File: config.mk
export PLATFORM = sky130hd
export DESIGN_NAME = joystick_axis_conditioner_core_flat
export DESIGN_NICKNAME = d
export VERILOG_FILES = /design/src/hdl/jac_pkg.sv /design/src/hdl/jac_if.sv /design/src/hdl/jac_div.sv /design/src/hdl/joystick_axis_conditioner_core.sv /design/src/flat_wrapper.sv
export VERILOG_INCLUDE_DIRS = /design/src /design/src/hdl
export SDC_FILE = /design/constraint.sdc
export NUM_CORES = 2
export LEC_CHECK = 0
export BUFFER_PORTS_ARGS = -buffer_cell sky130_fd_sc_hd__buf_2
export CAP_MARGIN = 20
export CORE_UTILIZATION = 30
export CTS_CLUSTER_DIAMETER = 80
export CTS_CLUSTER_SIZE = 24
export DETAILED_ROUTE_END_ITERATION = 7
export PLACE_DENSITY = 0.49
export SETUP_SLACK_MARGIN = 0.05
export SLEW_MARGIN = 30
export SYNTH_ARGS = -nofsm -noshare
export SYNTH_HDL_FRONTEND = slang
export SYNTH_SLANG_ARGS = --single-unit
export TNS_END_PERCENT = 50
File: constraint.sdc
create_clock -name clk -period 17.4 [get_ports clk]
set_input_delay 0.87 -clock clk [delete_from_list [all_inputs] [get_ports clk]]
set_output_delay 0.87 -clock clk [all_outputs]
set_load 0.05 [all_outputs]
File: src/hdl/joystick_axis_conditioner_core_assert.svh
// assertion macros for the joystick axis conditioner
// expects clk and rst_n in the scope of the module that uses them
`ifndef JOYSTICK_AXIS_CONDITIONER_CORE_ASSERT_SVH
`define JOYSTICK_AXIS_CONDITIONER_CORE_ASSERT_SVH

// same-cycle implication
`define JAC_ASSERT_HOLDS(label, ante, cons, msg) \
  label: assert property (@(posedge clk) disable iff (!rst_n) (ante) |-> (cons)) \
    else $error(msg);

// next-cycle implication
`define JAC_ASSERT_NEXT(label, ante, cons, msg) \
  label: assert property (@(posedge clk) disable iff (!rst_n) (ante) |=> (cons)) \
    else $error(msg);

`endif

File: src/hdl/jac_pkg.sv
// shared types, constants and constant tables of the joystick axis conditioner
// no dependencies
`timescale 1ns / 1ps
`default_nettype none

package jac_pkg;

  typedef struct packed {
    logic        start;
    logic [31:0] dividend;
    logic [15:0] divisor;
  } jac_div_req_t;

  typedef struct packed {
    logic        busy;
    logic        done;
    logic [31:0] quotient;
  } jac_div_rsp_t;

  typedef enum logic [1:0] {
    REG_DEAD_ZONE  = 2'd0,
    REG_EXPONENT   = 2'd1,
    REG_VARIANT    = 2'd2,
    REG_PRESENT    = 2'd3
  } jac_reg_t;

  localparam logic [14:0] DEAD_ZONE_RESET = 15'd4915;
  localparam logic [9:0]  EXPONENT_RESET  = 10'd384;
  localparam logic [16:0] Q15_ONE         = 17'd32768;
  localparam logic [15:0] Q15_MAX         = 16'd32767;
  localparam logic [15:0] PULL_MAX        = 16'd65535;
  localparam logic [15:0] ALT_DIVISOR     = 16'd32767;
  localparam logic [15:0] FIRE_LEVEL      = 16'd6554;
  localparam logic [15:0] AXIS_MIN        = 16'h8000;
  localparam logic [30:0] EXP_ONE         = 31'h4000_0000;

  function automatic logic [63:0] isqrt64(input logic [63:0] x_in);
    logic [63:0] x;
    logic [63:0] r;
    logic [63:0] bt;
    x  = x_in;
    r  = 64'd0;
    bt = 64'd1 << 62;
    for (int i = 0; i < 32; i++) begin
      if (x >= r + bt) begin
        x = x - (r + bt);
        r = (r >> 1) + bt;
      end else begin
        r = r >> 1;
      end
      bt = bt >> 2;
    end
    return r;
  endfunction

  // 2^(-2^-n) in q0.30, each step the square root of the one before
  function automatic logic [29:0] exp_factor(input int n);
    logic [63:0] c;
    c = 64'd1 << 29;
    for (int j = 0; j < n; j++) begin
      c = isqrt64(c << 30);
    end
    return c[29:0];
  endfunction

  localparam logic [29:0] EXP_C [16] = '{
    exp_factor(1),  exp_factor(2),  exp_factor(3),  exp_factor(4),
    exp_factor(5),  exp_factor(6),  exp_factor(7),  exp_factor(8),
    exp_factor(9),  exp_factor(10), exp_factor(11), exp_factor(12),
    exp_factor(13), exp_factor(14), exp_factor(15), exp_factor(16)
  };

endpackage

`default_nettype wire

File: src/hdl/jac_if.sv
// valid/ready channel interfaces for event words and result words
// no dependencies
`timescale 1ns / 1ps
`default_nettype none

interface jac_in_if;
  logic              valid;
  logic              ready;
  logic              operation;
  logic [7:0]        event_kind;
  logic [7:0]        event_index;
  logic signed [15:0] event_value;

  modport source (output valid, operation, event_kind, event_index, event_value,
                  input ready);
  modport sink (input valid, operation, event_kind, event_index, event_value,
                output ready);
endinterface

interface jac_out_if;
  logic               valid;
  logic               ready;
  logic signed [15:0] move_x;
  logic signed [15:0] move_y;
  logic signed [15:0] look_x;
  logic signed [15:0] look_y;
  logic [15:0]        left_pull;
  logic [15:0]        right_pull;
  logic               left_fire;
  logic               right_fire;
  logic               shoulder_left;
  logic               shoulder_right;
  logic               paddle_left;
  logic               paddle_right;

  modport source (output valid, move_x, move_y, look_x, look_y, left_pull,
                  right_pull, left_fire, right_fire, shoulder_left, shoulder_right,
                  paddle_left, paddle_right, input ready);
  modport sink (input valid, move_x, move_y, look_x, look_y, left_pull,
                right_pull, left_fire, right_fire, shoulder_left, shoulder_right,
                paddle_left, paddle_right, output ready);
endinterface

`default_nettype wire

File: src/hdl/jac_div.sv
// serial restoring divider, one quotient bit per cycle
// depends on jac_pkg
`timescale 1ns / 1ps
`default_nettype none

module jac_div
  import jac_pkg::*;
(
  input  wire logic         clk,
  input  wire logic         rst_n,
  input  wire jac_div_req_t req,
  output jac_div_rsp_t      rsp
);

  logic        busy_r;
  logic        done_r;
  logic [4:0]  cnt_r;
  logic [15:0] rem_r;
  logic [31:0] quo_r;
  logic [15:0] div_r;
  logic [16:0] trial;
  logic        fits;

  assign trial = {rem_r, quo_r[31]};
  assign fits  = trial >= {1'b0, div_r};

  always_ff @(posedge clk) begin
    if (!rst_n) begin
      busy_r <= 1'b0;
      done_r <= 1'b0;
      cnt_r  <= 5'd0;
    end else begin
      done_r <= 1'b0;
      if (req.start) begin
        busy_r <= 1'b1;
        cnt_r  <= 5'd31;
        rem_r  <= 16'd0;
        quo_r  <= req.dividend;
        div_r  <= req.divisor;
      end else if (busy_r) begin
        rem_r <= fits ? 16'(trial - {1'b0, div_r}) : trial[15:0];
        quo_r <= {quo_r[30:0], fits};
        cnt_r <= cnt_r - 5'd1;
        if (cnt_r == 5'd0) begin
          busy_r <= 1'b0;
          done_r <= 1'b1;
        end
      end
    end
  end

  assign rsp.busy     = busy_r;
  assign rsp.done     = done_r;
  assign rsp.quotient = quo_r;

endmodule

`default_nettype wire

File: src/hdl/joystick_axis_conditioner_core.sv
// store word: one per cycle while the sequencer is idle. sample word: the input is ready again
// in the same cycle as the result becomes valid; a stick may take a divider run and the 16-step
// log and 16-step exp loops on the shared multiplier, a camera axis at most a divider run
// device absent: the sample skips conditioning; a held result word stalls the next sample
// synchronous active-low reset clears both stores, the sequencer, the output valid flag and
// the variant and present flags, and loads dead zone 4915 and exponent 384
`timescale 1ns / 1ps
`default_nettype none

`include "joystick_axis_conditioner_core_assert.svh"

module joystick_axis_conditioner_core
  import jac_pkg::*;
#(
  parameter int AXIS_COUNT   = 8,
  parameter int BUTTON_COUNT = 16
) (
  input  wire logic  clk,
  input  wire logic  rst_n,
  jac_in_if.sink     in_ch,
  jac_out_if.source  out_ch,
  input  wire logic  psel,
  input  wire logic  penable,
  input  wire logic  pwrite,
  input  wire logic [3:0]  paddr,
  input  wire logic [31:0] pwdata,
  output logic [31:0] prdata,
  output logic        pready
);

  localparam int AW = $clog2(AXIS_COUNT);
  localparam int BW = $clog2(BUTTON_COUNT);

  typedef enum logic [3:0] {
    S_IDLE, S_COND, S_DIV, S_LOG_INIT, S_LOG, S_NLOG, S_QMUL, S_EXP_INIT,
    S_EXP, S_EXP_FIN, S_END, S_TRIG, S_DONE
  } state_t;

  state_t      state_r;
  logic [15:0] axis_r [AXIS_COUNT];
  logic        btn_r  [BUTTON_COUNT];
  logic [14:0] dz_r;
  logic [9:0]  exp_r;
  logic        variant_r;
  logic        present_r;

  logic [1:0]  ch_r;
  logic        neg_r;
  logic        zero_r;
  logic [16:0] mag_r;
  logic [15:0] y_r;
  logic [3:0]  lz_r;
  logic [3:0]  step_r;
  logic [15:0] frac_r;
  logic [19:0] n_r;
  logic [21:0] q_r;
  logic [30:0] acc_r;
  logic [15:0] res_r [4];
  logic [15:0] lp_r;
  logic [15:0] rp_r;

  logic        div_start_r;
  logic [31:0] div_dividend_r;
  logic [15:0] div_divisor_r;
  jac_div_req_t div_req;
  jac_div_rsp_t div_rsp;

  logic        out_valid_r;
  logic [15:0] out_move_x_r, out_move_y_r, out_look_x_r, out_look_y_r;
  logic [15:0] out_left_pull_r, out_right_pull_r;
  logic        out_left_fire_r, out_right_fire_r;
  logic        out_shoulder_left_r, out_shoulder_right_r;
  logic        out_paddle_left_r, out_paddle_right_r;

  logic        cfg_wr;
  logic [15:0] raw;
  logic [16:0] mag_in;
  logic [14:0] dz_use;
  logic [16:0] mag_diff;
  logic [3:0]  lead;
  logic [31:0] mul_a;
  logic [31:0] mul_b;
  logic [63:0] prod;
  logic [16:0] sq;
  logic [15:0] sat;
  logic [14:0] trig_n;

  assign cfg_wr = psel && penable && pwrite;
  assign pready = 1'b1;

  always_comb begin
    case (jac_reg_t'(paddr[3:2]))
      REG_DEAD_ZONE: prdata = {17'd0, dz_r};
      REG_EXPONENT:  prdata = {22'd0, exp_r};
      REG_VARIANT:   prdata = {31'd0, variant_r};
      REG_PRESENT:   prdata = {31'd0, present_r};
      default:       prdata = 32'd0;
    endcase
  end

  // conditioning front end
  always_comb begin
    case (ch_r)
      2'd0:    raw = axis_r[0];
      2'd1:    raw = axis_r[1];
      2'd2:    raw = axis_r[2];
      default: raw = axis_r[5];
    endcase
  end

  assign mag_in   = raw[15] ? 17'(17'd0 - {1'b1, raw}) : {1'b0, raw};
  assign dz_use   = ch_r[1] ? {1'b0, dz_r[14:1]} : dz_r;
  assign mag_diff = mag_in - {2'b00, dz_use};

  always_comb begin
    lead = 4'd0;
    for (int b = 0; b < 16; b++) begin
      if (mag_r[b]) lead = 4'(b);
    end
  end

  // shared multiplier
  always_comb begin
    case (state_r)
      S_LOG:   begin mul_a = {16'd0, y_r};   mul_b = {16'd0, y_r};           end
      S_QMUL:  begin mul_a = {12'd0, n_r};   mul_b = {22'd0, exp_r};         end
      S_EXP:   begin mul_a = {1'b0, acc_r};  mul_b = {2'd0, EXP_C[step_r]};  end
      default: begin mul_a = 32'd0;          mul_b = 32'd0;                  end
    endcase
  end

  assign prod   = mul_a * mul_b;
  assign sq     = prod[31:15];
  assign sat    = (mag_r > {1'b0, Q15_MAX}) ? Q15_MAX : mag_r[15:0];
  // low bits of axis 4 plus 32767, valid for negative axis values
  assign trig_n = axis_r[4][14:0] + Q15_MAX[14:0];

  assign div_req.start    = div_start_r;
  assign div_req.dividend = div_dividend_r;
  assign div_req.divisor  = div_divisor_r;

  jac_div u_div (
    .clk   (clk),
    .rst_n (rst_n),
    .req   (div_req),
    .rsp   (div_rsp)
  );

  always_ff @(posedge clk) begin
    if (!rst_n) begin
      state_r     <= S_IDLE;
      dz_r        <= DEAD_ZONE_RESET;
      exp_r       <= EXPONENT_RESET;
      variant_r   <= 1'b0;
      present_r   <= 1'b0;
      out_valid_r <= 1'b0;
      div_start_r <= 1'b0;
      ch_r        <= 2'd0;
      zero_r      <= 1'b0;
      for (int i = 0; i < AXIS_COUNT; i++) axis_r[i] <= 16'd0;
      for (int i = 0; i < BUTTON_COUNT; i++) btn_r[i] <= 1'b0;
    end else begin
      div_start_r <= 1'b0;
      if (out_ch.valid && out_ch.ready && state_r != S_DONE) out_valid_r <= 1'b0;

      if (cfg_wr) begin
        case (jac_reg_t'(paddr[3:2]))
          REG_DEAD_ZONE: dz_r      <= pwdata[14:0];
          REG_EXPONENT:  exp_r     <= pwdata[9:0];
          REG_VARIANT:   variant_r <= pwdata[0];
          REG_PRESENT:   present_r <= pwdata[0];
          default:       dz_r      <= dz_r;
        endcase
      end

      case (state_r)
        S_IDLE: begin
          if (in_ch.valid) begin
            if (!in_ch.operation) begin
              if (in_ch.event_kind[0]) begin
                if (32'(in_ch.event_index) < BUTTON_COUNT)
                  btn_r[in_ch.event_index[BW-1:0]] <= in_ch.event_value[0];
              end else if (in_ch.event_kind[1]) begin
                if (32'(in_ch.event_index) < AXIS_COUNT)
                  axis_r[in_ch.event_index[AW-1:0]] <= in_ch.event_value;
              end
            end else begin
              zero_r  <= !present_r;
              ch_r    <= 2'd0;
              state_r <= present_r ? S_COND : S_DONE;
            end
          end
        end
        S_COND: begin
          neg_r <= raw[15];
          if (mag_in < {2'b00, dz_use}) begin
            mag_r   <= 17'd0;
            state_r <= S_END;
          end else begin
            div_start_r    <= 1'b1;
            div_dividend_r <= 32'(mag_diff) << 15;
            div_divisor_r  <= 16'(Q15_ONE - {2'b00, dz_use});
            state_r        <= S_DIV;
          end
        end
        S_DIV: begin
          if (div_rsp.done) begin
            mag_r   <= div_rsp.quotient[16:0];
            state_r <= (!ch_r[1] && div_rsp.quotient != 32'd0) ? S_LOG_INIT : S_END;
          end
        end
        S_LOG_INIT: begin
          y_r     <= 16'(mag_r[15:0] << (4'd15 - lead));
          lz_r    <= 4'd15 - lead;
          step_r  <= 4'd15;
          frac_r  <= 16'd0;
          state_r <= S_LOG;
        end
        S_LOG: begin
          if (sq[16]) begin
            frac_r[step_r] <= 1'b1;
            y_r            <= sq[16:1];
          end else begin
            y_r <= sq[15:0];
          end
          step_r <= step_r - 4'd1;
          if (step_r == 4'd0) state_r <= S_NLOG;
        end
        S_NLOG: begin
          n_r     <= {lz_r, 16'd0} - {4'd0, frac_r};
          state_r <= S_QMUL;
        end
        S_QMUL: begin
          q_r     <= prod[29:8];
          state_r <= S_EXP_INIT;
        end
        S_EXP_INIT: begin
          if (q_r[21:16] > 6'd16) begin
            mag_r   <= 17'd0;
            state_r <= S_END;
          end else begin
            acc_r   <= EXP_ONE;
            step_r  <= 4'd0;
            state_r <= S_EXP;
          end
        end
        S_EXP: begin
          if (q_r[~step_r]) acc_r <= prod[60:30];
          step_r <= step_r + 4'd1;
          if (step_r == 4'd15) state_r <= S_EXP_FIN;
        end
        S_EXP_FIN: begin
          mag_r   <= {1'b0, acc_r[30:15] >> q_r[20:16]};
          state_r <= S_END;
        end
        S_END: begin
          res_r[ch_r] <= neg_r ? 16'(16'd0 - sat) : sat;
          if (ch_r == 2'd3) begin
            state_r <= S_TRIG;
          end else begin
            ch_r    <= ch_r + 2'd1;
            state_r <= S_COND;
          end
        end
        S_TRIG: begin
          if (!variant_r) begin
            lp_r <= axis_r[2] ^ AXIS_MIN;
            rp_r <= axis_r[5] ^ AXIS_MIN;
          end else begin
            // (a + 32767) * 65535 / 32767 saturates for a >= 0, else doubles
            lp_r <= axis_r[3] ^ AXIS_MIN;
            if (axis_r[4] == AXIS_MIN) begin
              rp_r <= 16'd0;
            end else if (!axis_r[4][15]) begin
              rp_r <= PULL_MAX;
            end else begin
              rp_r <= {trig_n, 1'b0};
            end
          end
          state_r <= S_DONE;
        end
        S_DONE: begin
          if (!out_valid_r || out_ch.ready) begin
            out_valid_r          <= 1'b1;
            out_move_x_r         <= zero_r ? 16'd0 : res_r[0];
            out_move_y_r         <= zero_r ? 16'd0 : res_r[1];
            out_look_x_r         <= zero_r ? 16'd0 : res_r[2];
            out_look_y_r         <= zero_r ? 16'd0 : res_r[3];
            out_left_pull_r      <= zero_r ? 16'd0 : lp_r;
            out_right_pull_r     <= zero_r ? 16'd0 : rp_r;
            out_left_fire_r      <= !zero_r && (lp_r >= FIRE_LEVEL);
            out_right_fire_r     <= !zero_r && (rp_r >= FIRE_LEVEL);
            out_shoulder_left_r  <= !zero_r && btn_r[6];
            out_shoulder_right_r <= !zero_r && btn_r[7];
            out_paddle_left_r    <= !zero_r && btn_r[2];
            out_paddle_right_r   <= !zero_r && btn_r[3];
            state_r              <= S_IDLE;
          end
        end
        default: state_r <= S_IDLE;
      endcase
    end
  end

  assign in_ch.ready           = (state_r == S_IDLE);
  assign out_ch.valid          = out_valid_r;
  assign out_ch.move_x         = out_move_x_r;
  assign out_ch.move_y         = out_move_y_r;
  assign out_ch.look_x         = out_look_x_r;
  assign out_ch.look_y         = out_look_y_r;
  assign out_ch.left_pull      = out_left_pull_r;
  assign out_ch.right_pull     = out_right_pull_r;
  assign out_ch.left_fire      = out_left_fire_r;
  assign out_ch.right_fire     = out_right_fire_r;
  assign out_ch.shoulder_left  = out_shoulder_left_r;
  assign out_ch.shoulder_right = out_shoulder_right_r;
  assign out_ch.paddle_left    = out_paddle_left_r;
  assign out_ch.paddle_right   = out_paddle_right_r;

  `JAC_ASSERT_HOLDS(a_idle_div_free, state_r == S_IDLE, !div_rsp.busy,
    "divider busy while sequencer idle")
  `JAC_ASSERT_HOLDS(a_log_only_sticks, state_r == S_LOG || state_r == S_EXP, !ch_r[1],
    "power curve run on a camera channel")
  `JAC_ASSERT_NEXT(a_store_stays_idle, in_ch.valid && in_ch.ready && !in_ch.operation,
    state_r == S_IDLE, "store word left the idle state")

endmodule

`default_nettype wire

File: src/flat_wrapper.sv
// flat-port wrapper written by rule: the top's interface ports become plain ports
module joystick_axis_conditioner_core_flat import jac_pkg::*;
#(
  parameter int AXIS_COUNT   = 8,
  parameter int BUTTON_COUNT = 16
)
  (clk, rst_n, psel, penable, pwrite, paddr, pwdata, prdata, pready, in_ch_valid, in_ch_operation, in_ch_event_kind, in_ch_event_index, in_ch_event_value, in_ch_ready, out_ch_valid, out_ch_move_x, out_ch_move_y, out_ch_look_x, out_ch_look_y, out_ch_left_pull, out_ch_right_pull, out_ch_left_fire, out_ch_right_fire, out_ch_shoulder_left, out_ch_shoulder_right, out_ch_paddle_left, out_ch_paddle_right, out_ch_ready);
  jac_in_if in_ch_i ();
  jac_out_if out_ch_i ();
  input  wire logic clk;
  input  wire logic rst_n;
  input  wire logic psel;
  input  wire logic penable;
  input  wire logic pwrite;
  input  wire logic [3:0] paddr;
  input  wire logic [31:0] pwdata;
  output logic [31:0] prdata;
  output logic pready;
  input wire logic [$bits(in_ch_i.valid)-1:0] in_ch_valid;
  input wire logic [$bits(in_ch_i.operation)-1:0] in_ch_operation;
  input wire logic [$bits(in_ch_i.event_kind)-1:0] in_ch_event_kind;
  input wire logic [$bits(in_ch_i.event_index)-1:0] in_ch_event_index;
  input wire logic [$bits(in_ch_i.event_value)-1:0] in_ch_event_value;
  output wire logic [$bits(in_ch_i.ready)-1:0] in_ch_ready;
  output wire logic [$bits(out_ch_i.valid)-1:0] out_ch_valid;
  output wire logic [$bits(out_ch_i.move_x)-1:0] out_ch_move_x;
  output wire logic [$bits(out_ch_i.move_y)-1:0] out_ch_move_y;
  output wire logic [$bits(out_ch_i.look_x)-1:0] out_ch_look_x;
  output wire logic [$bits(out_ch_i.look_y)-1:0] out_ch_look_y;
  output wire logic [$bits(out_ch_i.left_pull)-1:0] out_ch_left_pull;
  output wire logic [$bits(out_ch_i.right_pull)-1:0] out_ch_right_pull;
  output wire logic [$bits(out_ch_i.left_fire)-1:0] out_ch_left_fire;
  output wire logic [$bits(out_ch_i.right_fire)-1:0] out_ch_right_fire;
  output wire logic [$bits(out_ch_i.shoulder_left)-1:0] out_ch_shoulder_left;
  output wire logic [$bits(out_ch_i.shoulder_right)-1:0] out_ch_shoulder_right;
  output wire logic [$bits(out_ch_i.paddle_left)-1:0] out_ch_paddle_left;
  output wire logic [$bits(out_ch_i.paddle_right)-1:0] out_ch_paddle_right;
  input wire logic [$bits(out_ch_i.ready)-1:0] out_ch_ready;
  assign in_ch_i.valid = in_ch_valid;
  assign in_ch_i.operation = in_ch_operation;
  assign in_ch_i.event_kind = in_ch_event_kind;
  assign in_ch_i.event_index = in_ch_event_index;
  assign in_ch_i.event_value = in_ch_event_value;
  assign in_ch_ready = in_ch_i.ready;
  assign out_ch_valid = out_ch_i.valid;
  assign out_ch_move_x = out_ch_i.move_x;
  assign out_ch_move_y = out_ch_i.move_y;
  assign out_ch_look_x = out_ch_i.look_x;
  assign out_ch_look_y = out_ch_i.look_y;
  assign out_ch_left_pull = out_ch_i.left_pull;
  assign out_ch_right_pull = out_ch_i.right_pull;
  assign out_ch_left_fire = out_ch_i.left_fire;
  assign out_ch_right_fire = out_ch_i.right_fire;
  assign out_ch_shoulder_left = out_ch_i.shoulder_left;
  assign out_ch_shoulder_right = out_ch_i.shoulder_right;
  assign out_ch_paddle_left = out_ch_i.paddle_left;
  assign out_ch_paddle_right = out_ch_i.paddle_right;
  assign out_ch_i.ready = out_ch_ready;
  joystick_axis_conditioner_core #(.AXIS_COUNT(AXIS_COUNT), .BUTTON_COUNT(BUTTON_COUNT)) u_core (.clk(clk), .rst_n(rst_n), .in_ch(in_ch_i), .out_ch(out_ch_i), .psel(psel), .penable(penable), .pwrite(pwrite), .paddr(paddr), .pwdata(pwdata), .prdata(prdata), .pready(pready));
endmodule
Word-level counts from Yosys, hierarchy flattened
Memories as Yosys holds them, arrays and structs flattened. A register that Yosys moved wholly into a read port is not among the register bits. Index checks and enable logic that the tools add are counted.

Bits in registers: 341. RAM bits: 208. ROM bits: 480. Bits of input ports: 76. Output and inout bits: 137. Logic and storage cells: 264. Memories kept: 4.

Memories: (name not given) (depth 16, bits a word 30, rd ports 1, clocked after memory_dff 0, write ports 0, line joystick_axis_conditioner_core.sv:127) `S_EXP: begin mul_a = {1'b0, acc_r}; mul_b = {2'd0, EXP_C[step_r]}; end`; u_core.axis_r (depth 8, bits a word 16, rd ports 6, clocked after memory_dff 0, write ports 8, line joystick_axis_conditioner_core.sv:40) `logic [15:0] axis_r [AXIS_COUNT];`; u_core.res_r (depth 4, bits a word 16, rd ports 4, clocked after memory_dff 4, write ports 1, line joystick_axis_conditioner_core.sv:58) `logic [15:0] res_r [4];`; u_core.btn_r (depth 16, bits a word 1, rd ports 4, clocked after memory_dff 0, write ports 16, line joystick_axis_conditioner_core.sv:41) `logic btn_r [BUTTON_COUNT];`.

Add/sub/neg operators: 12. Multipliers: 1. Magnitude comparators: 12. Eq/ne operators: 33. Shifts and indexed selects: 2. Multiplexer cells: 101. Bitwise logic cells: 9. Reductions and logical operators: 53.

Operators by type and width (number): $mux 16 (11); $pmux 32 s4 (1); $pmux 31 s3 (1); $pmux 30 s3 (1); $mux 4 (20); $mux 17 (4); $pmux 17 s4 (1); $mux 32 (2); $pmux 16 s2 (2); $mux 31 (2); $pmux 31 s2 (1); $mul 31x30->61 (1); $mux 30 (2); $pmux 4 s13 (1); $pmux 16 s3 (1); $mux 1 (33); $ge 16x13->1 const B (2); $reduce_bool 32->1 (1); $eq 4x4->1 const B (6); $reduce_and 2->1 (12); $sub 20x16->20 (1); $ge 17x16->1 (1); $gt 17x15->1 const B (1); $lt 17x15->1 (1); 56 further kinds (114).

Longest topological paths before layout
Depth after elaboration: 18. Mapped depth: 39. Depth with buffers taken out: 34.

By module
From an unflattened synthesis, not the netlist that was laid out.

Cell total of the unflattened synthesis: 5799. Area total of the unflattened synthesis: 57308.7 sq um.

Modules (own cells, without submodules): joystick_axis_conditioner_core (instances 1, cells an instance 5478, area each 53465.0 sq um, sequential area each 14554.0 sq um); jac_div (instances 1, cells an instance 321, area each 3843.7 sq um, sequential area each 2062.0 sq um).

Least setup slack after synthesis
No wires, ideal clock.

Kind: input to register. Start point: in rst_n. End point: reg u_core.out_look_x_r[0] (netlist: out_ch_look_x[0]) (enable). Library setup time: 0.850 ns. Data arrival time: 11.886 ns. Data required time: 16.550 ns. Setup slack: 4.664 ns. Cell stages on the path: 3. Path buffers: 2. Cells stage by stage: clkbuf_1 clkbuf_1 nor4b_1.

Longest elaborated chain between the ends: 1.

Ends and longest elaborated chain: start: declaration (line flat_wrapper.sv:11) `input wire logic rst_n;`; $reduce_and 3->1 (no line); end signal: assignment (line joystick_axis_conditioner_core.sv:287) `out_look_x_r <= zero_r ? 16'd0 : res_r[2];`; end: declaration (line joystick_axis_conditioner_core.sv:69) `logic [15:0] out_move_x_r, out_move_y_r, out_look_x_r, out_look_y_r;`.

No other way between the ends. A chain may end at the register's enable or synchronous reset.

Worst setup path in the final report
Start point: reg u_core.state_r[3]. End point: reg u_core.acc_r[23], data pin.

Longest elaborated chain between the ends: 5. Elaborated cells between the ends (all ways): 9. Classes of those cells: 1 x mul; 4 x eq/ne; 4 x mux.

Ends and longest elaborated chain: start: declaration (line joystick_axis_conditioner_core.sv:39) `state_t state_r;`; start signal: assignment (line joystick_axis_conditioner_core.sv:190) `state_r <= present_r ? S_COND : S_DONE;`; start signal: assignment (line joystick_axis_conditioner_core.sv:209) `state_r <= (!ch_r[1] && div_rsp.quotient != 32'd0) ? S_LOG_INIT : S_END;`; $eq 4x4->1 or $eq 4x3->1 (tied branches) (line joystick_axis_conditioner_core.sv:124, joystick_axis_conditioner_core.sv:176); $pmux 31 s3 or $pmux 30 s3 (tied branches) (line joystick_axis_conditioner_core.sv:124) `case (state_r)`; $mul 31x30->61 (line joystick_axis_conditioner_core.sv:132) `assign prod = mul_a * mul_b;`; $mux 31 (line joystick_axis_conditioner_core.sv:248) `if (q_r[~step_r]) acc_r <= prod[60:30];`; $pmux 31 s2 (*) (line joystick_axis_conditioner_core.sv:176) `case (state_r)`; end signal: assignment (line joystick_axis_conditioner_core.sv:248); end: declaration (line joystick_axis_conditioner_core.sv:57) `logic [30:0] acc_r;`.

Mark *: on every way between the ends. The rest lies on a longest branch, timed or not. The select of a mux whose other input is x is not followed.

==> out/summary.txt <==
Main synth FF type - edfxtp_1
Initial antenna violation count - 8
Number of global-route vias before repair - 42600
Initial Util - 30.2%
Overall routed net length - 184000 µm
Slew margin rel. - 25.6%
Hold slack - 0.421 ns
GRT Overall Usage - 19.1%
Core ar. - 0.190 mm²
EDFF count, synth - 522
VDD IR-drop max - 0.000193 V
H-tree lvl count - 2
Drt via density - 4.98
Area of the mapped netlist - 0.0573 mm²
Crit. End Element - register
Gate Count Post-Synth - 5778
Fin crit period - 11.78 ns
Pleak - 27.1 nW
Unrepaired setup endpoints after global routing - false
Filler cell count - 19500
Synth top area share - 28.3%
CTS Buffer Depth - 3
ANT nets after route - 0
Sequential share of the synthesized area - 29.0%
Pin count of the biggest net entering global routing - 65
Synth-to-Final Area Change - 9.30%
Critical Path Source Type - register
Crit Path Max Fanout - 53
Crit Path Class - reg2reg
Arrival time at the worst endpoint - 12.10 ns
Post-DP HPWL - 145000 µm
Largest cells by area after synthesis - fa_1 (28%), edfxtp_1 (27%), ha_1 (6.5%)
# DRC - 0
Vias - 41600
Dominant cell type by area after synthesis - fa_1
Most Frequent Cell on Critical Path - fa_1
1st-iter DRT viols - 3406
Wire per inst - 22.1 µm
Clk Latency, worst-skew pair - 0.60 ns
Leading cell type in the layout, fill and taps excluded - inv_1
Crit-path max cell delay - 0.83 ns
DIE AREA - 0.193 mm²
Slew Viols, Final - 0
Synth Register Bits - 569
Pre-Repair DR Iteration Count - 7
Placer's final routability congestion estimate - 0.949
Final period util - 67.7%
Hold Path Class - reg2reg
Total Neg Setup Slack - 0 ns
Library cells used by synthesis - 87
Clk sinks - 569
Layout cell share with drive strength beyond 1 - 8.12%
Max Fclk - 84.9 MHz
# setup viols final - 0
Fin Clk Skew - 0.0399 ns
Hold Fails Final Rpt - 0
Global-route wire length before repair - 278000 µm
P per Cell Area - 175 mW/mm²
Cts hold-fix bufs - 0
Mean Syn Cell Area - 9.92 µm²
PostCTS Resize Cnt - 0
Num CTS Buffers - 39
Status - finished, final reports clean
Crit path required time - 17.72 ns
GRT overflow - 0
Die Wd - 439 µm
Worst-margin pin slew - 1.11 ns
MaxCap Viol Count - 0
Ys async rst share - 0%
Postcts setup bufs - 0
Root Driver - clkbuf_16
Layout net count - 6984
Clk pin slew, worst setup/hold paths - 0.10 ns
IO Count - 213
Die Ht - 439 µm
Most frequent cells in the layout - inv_1 (901), fa_1 (810), nand2_1 (697)
Yosys warnings - 0
Placement Rows - 160
Critical path's slowest cell - a211oi_1
Port-buffer cells - 169
CTS tree - built
[layer usage]
| layer | global-route usage, % | vias up | wire, µm |
|---|---|---|---|
| met5 | 0 | - | 10 |
| met1 | 27.0 | 21400 | 82600 |
| li1 | - | 18600 | - |
| met2 | 30.3 | 1341 | 83800 |
| met3 | 2.29 | 251 | 11500 |
| met4 | 5.95 | 2 | 6370 |
[path summary, 6_finish.rpt]
check	start	end	slack, ns	cells past startpoint
worst min register to register	u_core.div_divisor_r[2]	u_core.u_div.div_r[2]	0.42	0
worst max register to register	u_core.state_r[3]	u_core.acc_r[23]	5.62	32
worst min-delay path	u_core.div_divisor_r[2]	u_core.u_div.div_r[2]	0.42	0
worst max-delay path	u_core.state_r[3]	u_core.acc_r[23]	5.62	32
[report_power, final]
group          total, mW  internal (mW)  switching (mW)
Sequential          1.76           1.67          0.0842
Clock               1.02          0.479           0.541
Combinational       8.18           2.81            5.37
Total               11.0           4.96            6.00
[stage by stage]
stage / utilization, % / setup WS (ns) / area (µm²) / cells / power [mW]
3_5_place_dp: 32.2 / 6.01 / 61200 / 8269 / 9.79
6_report: 33.0 / 5.62 / 62600 / 8342 / 11.0
3_3_place_gp: 32.1 / 6.02 / 61100 / 8266 / 9.80
5_1_grt: 33.0 / 5.23 / 62600 / 8340 / 11.8
4_1_cts: 32.9 / 5.94 / 62600 / 8336 / 10.9
2_1_floorplan: - / 4.66 / 57400 / 5794 / 7.09
[synth_stat cells (all sizes together), types with 23 or more instances]
cell type    n
and3        40
mux2        36
and2       139
nor2       605
a21o        58
nand2b      47
nand2      698
mux2i      108
inv        905
nor4        27
a211oi      23
o21a        32
a21oi      170
nand4       29
buf         48
edfxtp     522
xnor2       76
clkbuf     267
nor3        57
ha         297
fa         810
dfxtp       47
xor2        56
nor2b      180
nand3       55
o21ai      135
[cells by family (layout without fill, tap and decap cells)]
logic type / after synthesis / after routing / synth area share [%]
other: 2 / 22 / 0.0131
XOR/XNOR: 132 / 132 / 2.03
multiplexers: 155 / 155 / 3.03
AO/OA/AOI/OAI: 647 / 647 / 7.53
flip-flops: 569 / 569 / 29.0
AND/OR/NAND/NOR: 1939 / 1939 / 15.4
buffers and inverters: 1227 / 1260 / 8.18
adder cells (fa/ha/maj): 1107 / 1107 / 34.8
[worst max-delay path, delay by kind of cell (launching register included)]
| family | cells | cell delay (ns) |
|---|---|---|
| flip-flops | 1 | 0.73 |
| AND/OR/NAND/NOR | 7 | 1.95 |
| adder cells (fa/ha/maj) | 9 | 4.09 |
| AO/OA/AOI/OAI | 7 | 2.50 |
| buffers and inverters | 8 | 1.97 |
| XOR/XNOR | 1 | 0.14 |
[area by class of cell]
| type | instances | area, µm² | area share (%) |
|---|---|---|---|
| timing repair buffer | 281 | 1750 | 2.80 |
| inverter | 912 | 3420 | 5.47 |
| clock buffer | 44 | 1040 | 1.66 |
| antenna | 4 | 10.0 | 0.0160 |
| multi-input combinational | 3998 | 36300 | 58.0 |
| clock inverter | 23 | 327 | 0.521 |
| tap | 2511 | 3140 | 5.02 |
| sequential | 569 | 16600 | 26.5 |
[sequential cells by signal, indices dropped and copies added, names as in the netlist, 16 cells and up]
register / count
u_core.out_ch.left_pull: 16
u_core.lp_r: 16
u_core.n_r: 20
u_core.div_dividend_r: 17
out_ch_move_y: 16
u_core.acc_r: 31
u_core.u_div.rem_r: 16
out_ch_move_x: 16
u_core.out_ch.right_pull: 16
u_core.q_r: 22
out_ch_look_x: 16
out_ch_look_y: 16
u_core.axis_r: 96
u_core.u_div.quo_r: 32
u_core.frac_r: 16
u_core.mag_r: 17
u_core.res_r: 64
u_core.div_divisor_r: 16
u_core.y_r: 16
u_core.u_div.div_r: 16
u_core.rp_r: 16
No activity file was read; power rests on OpenSTA's default activity.
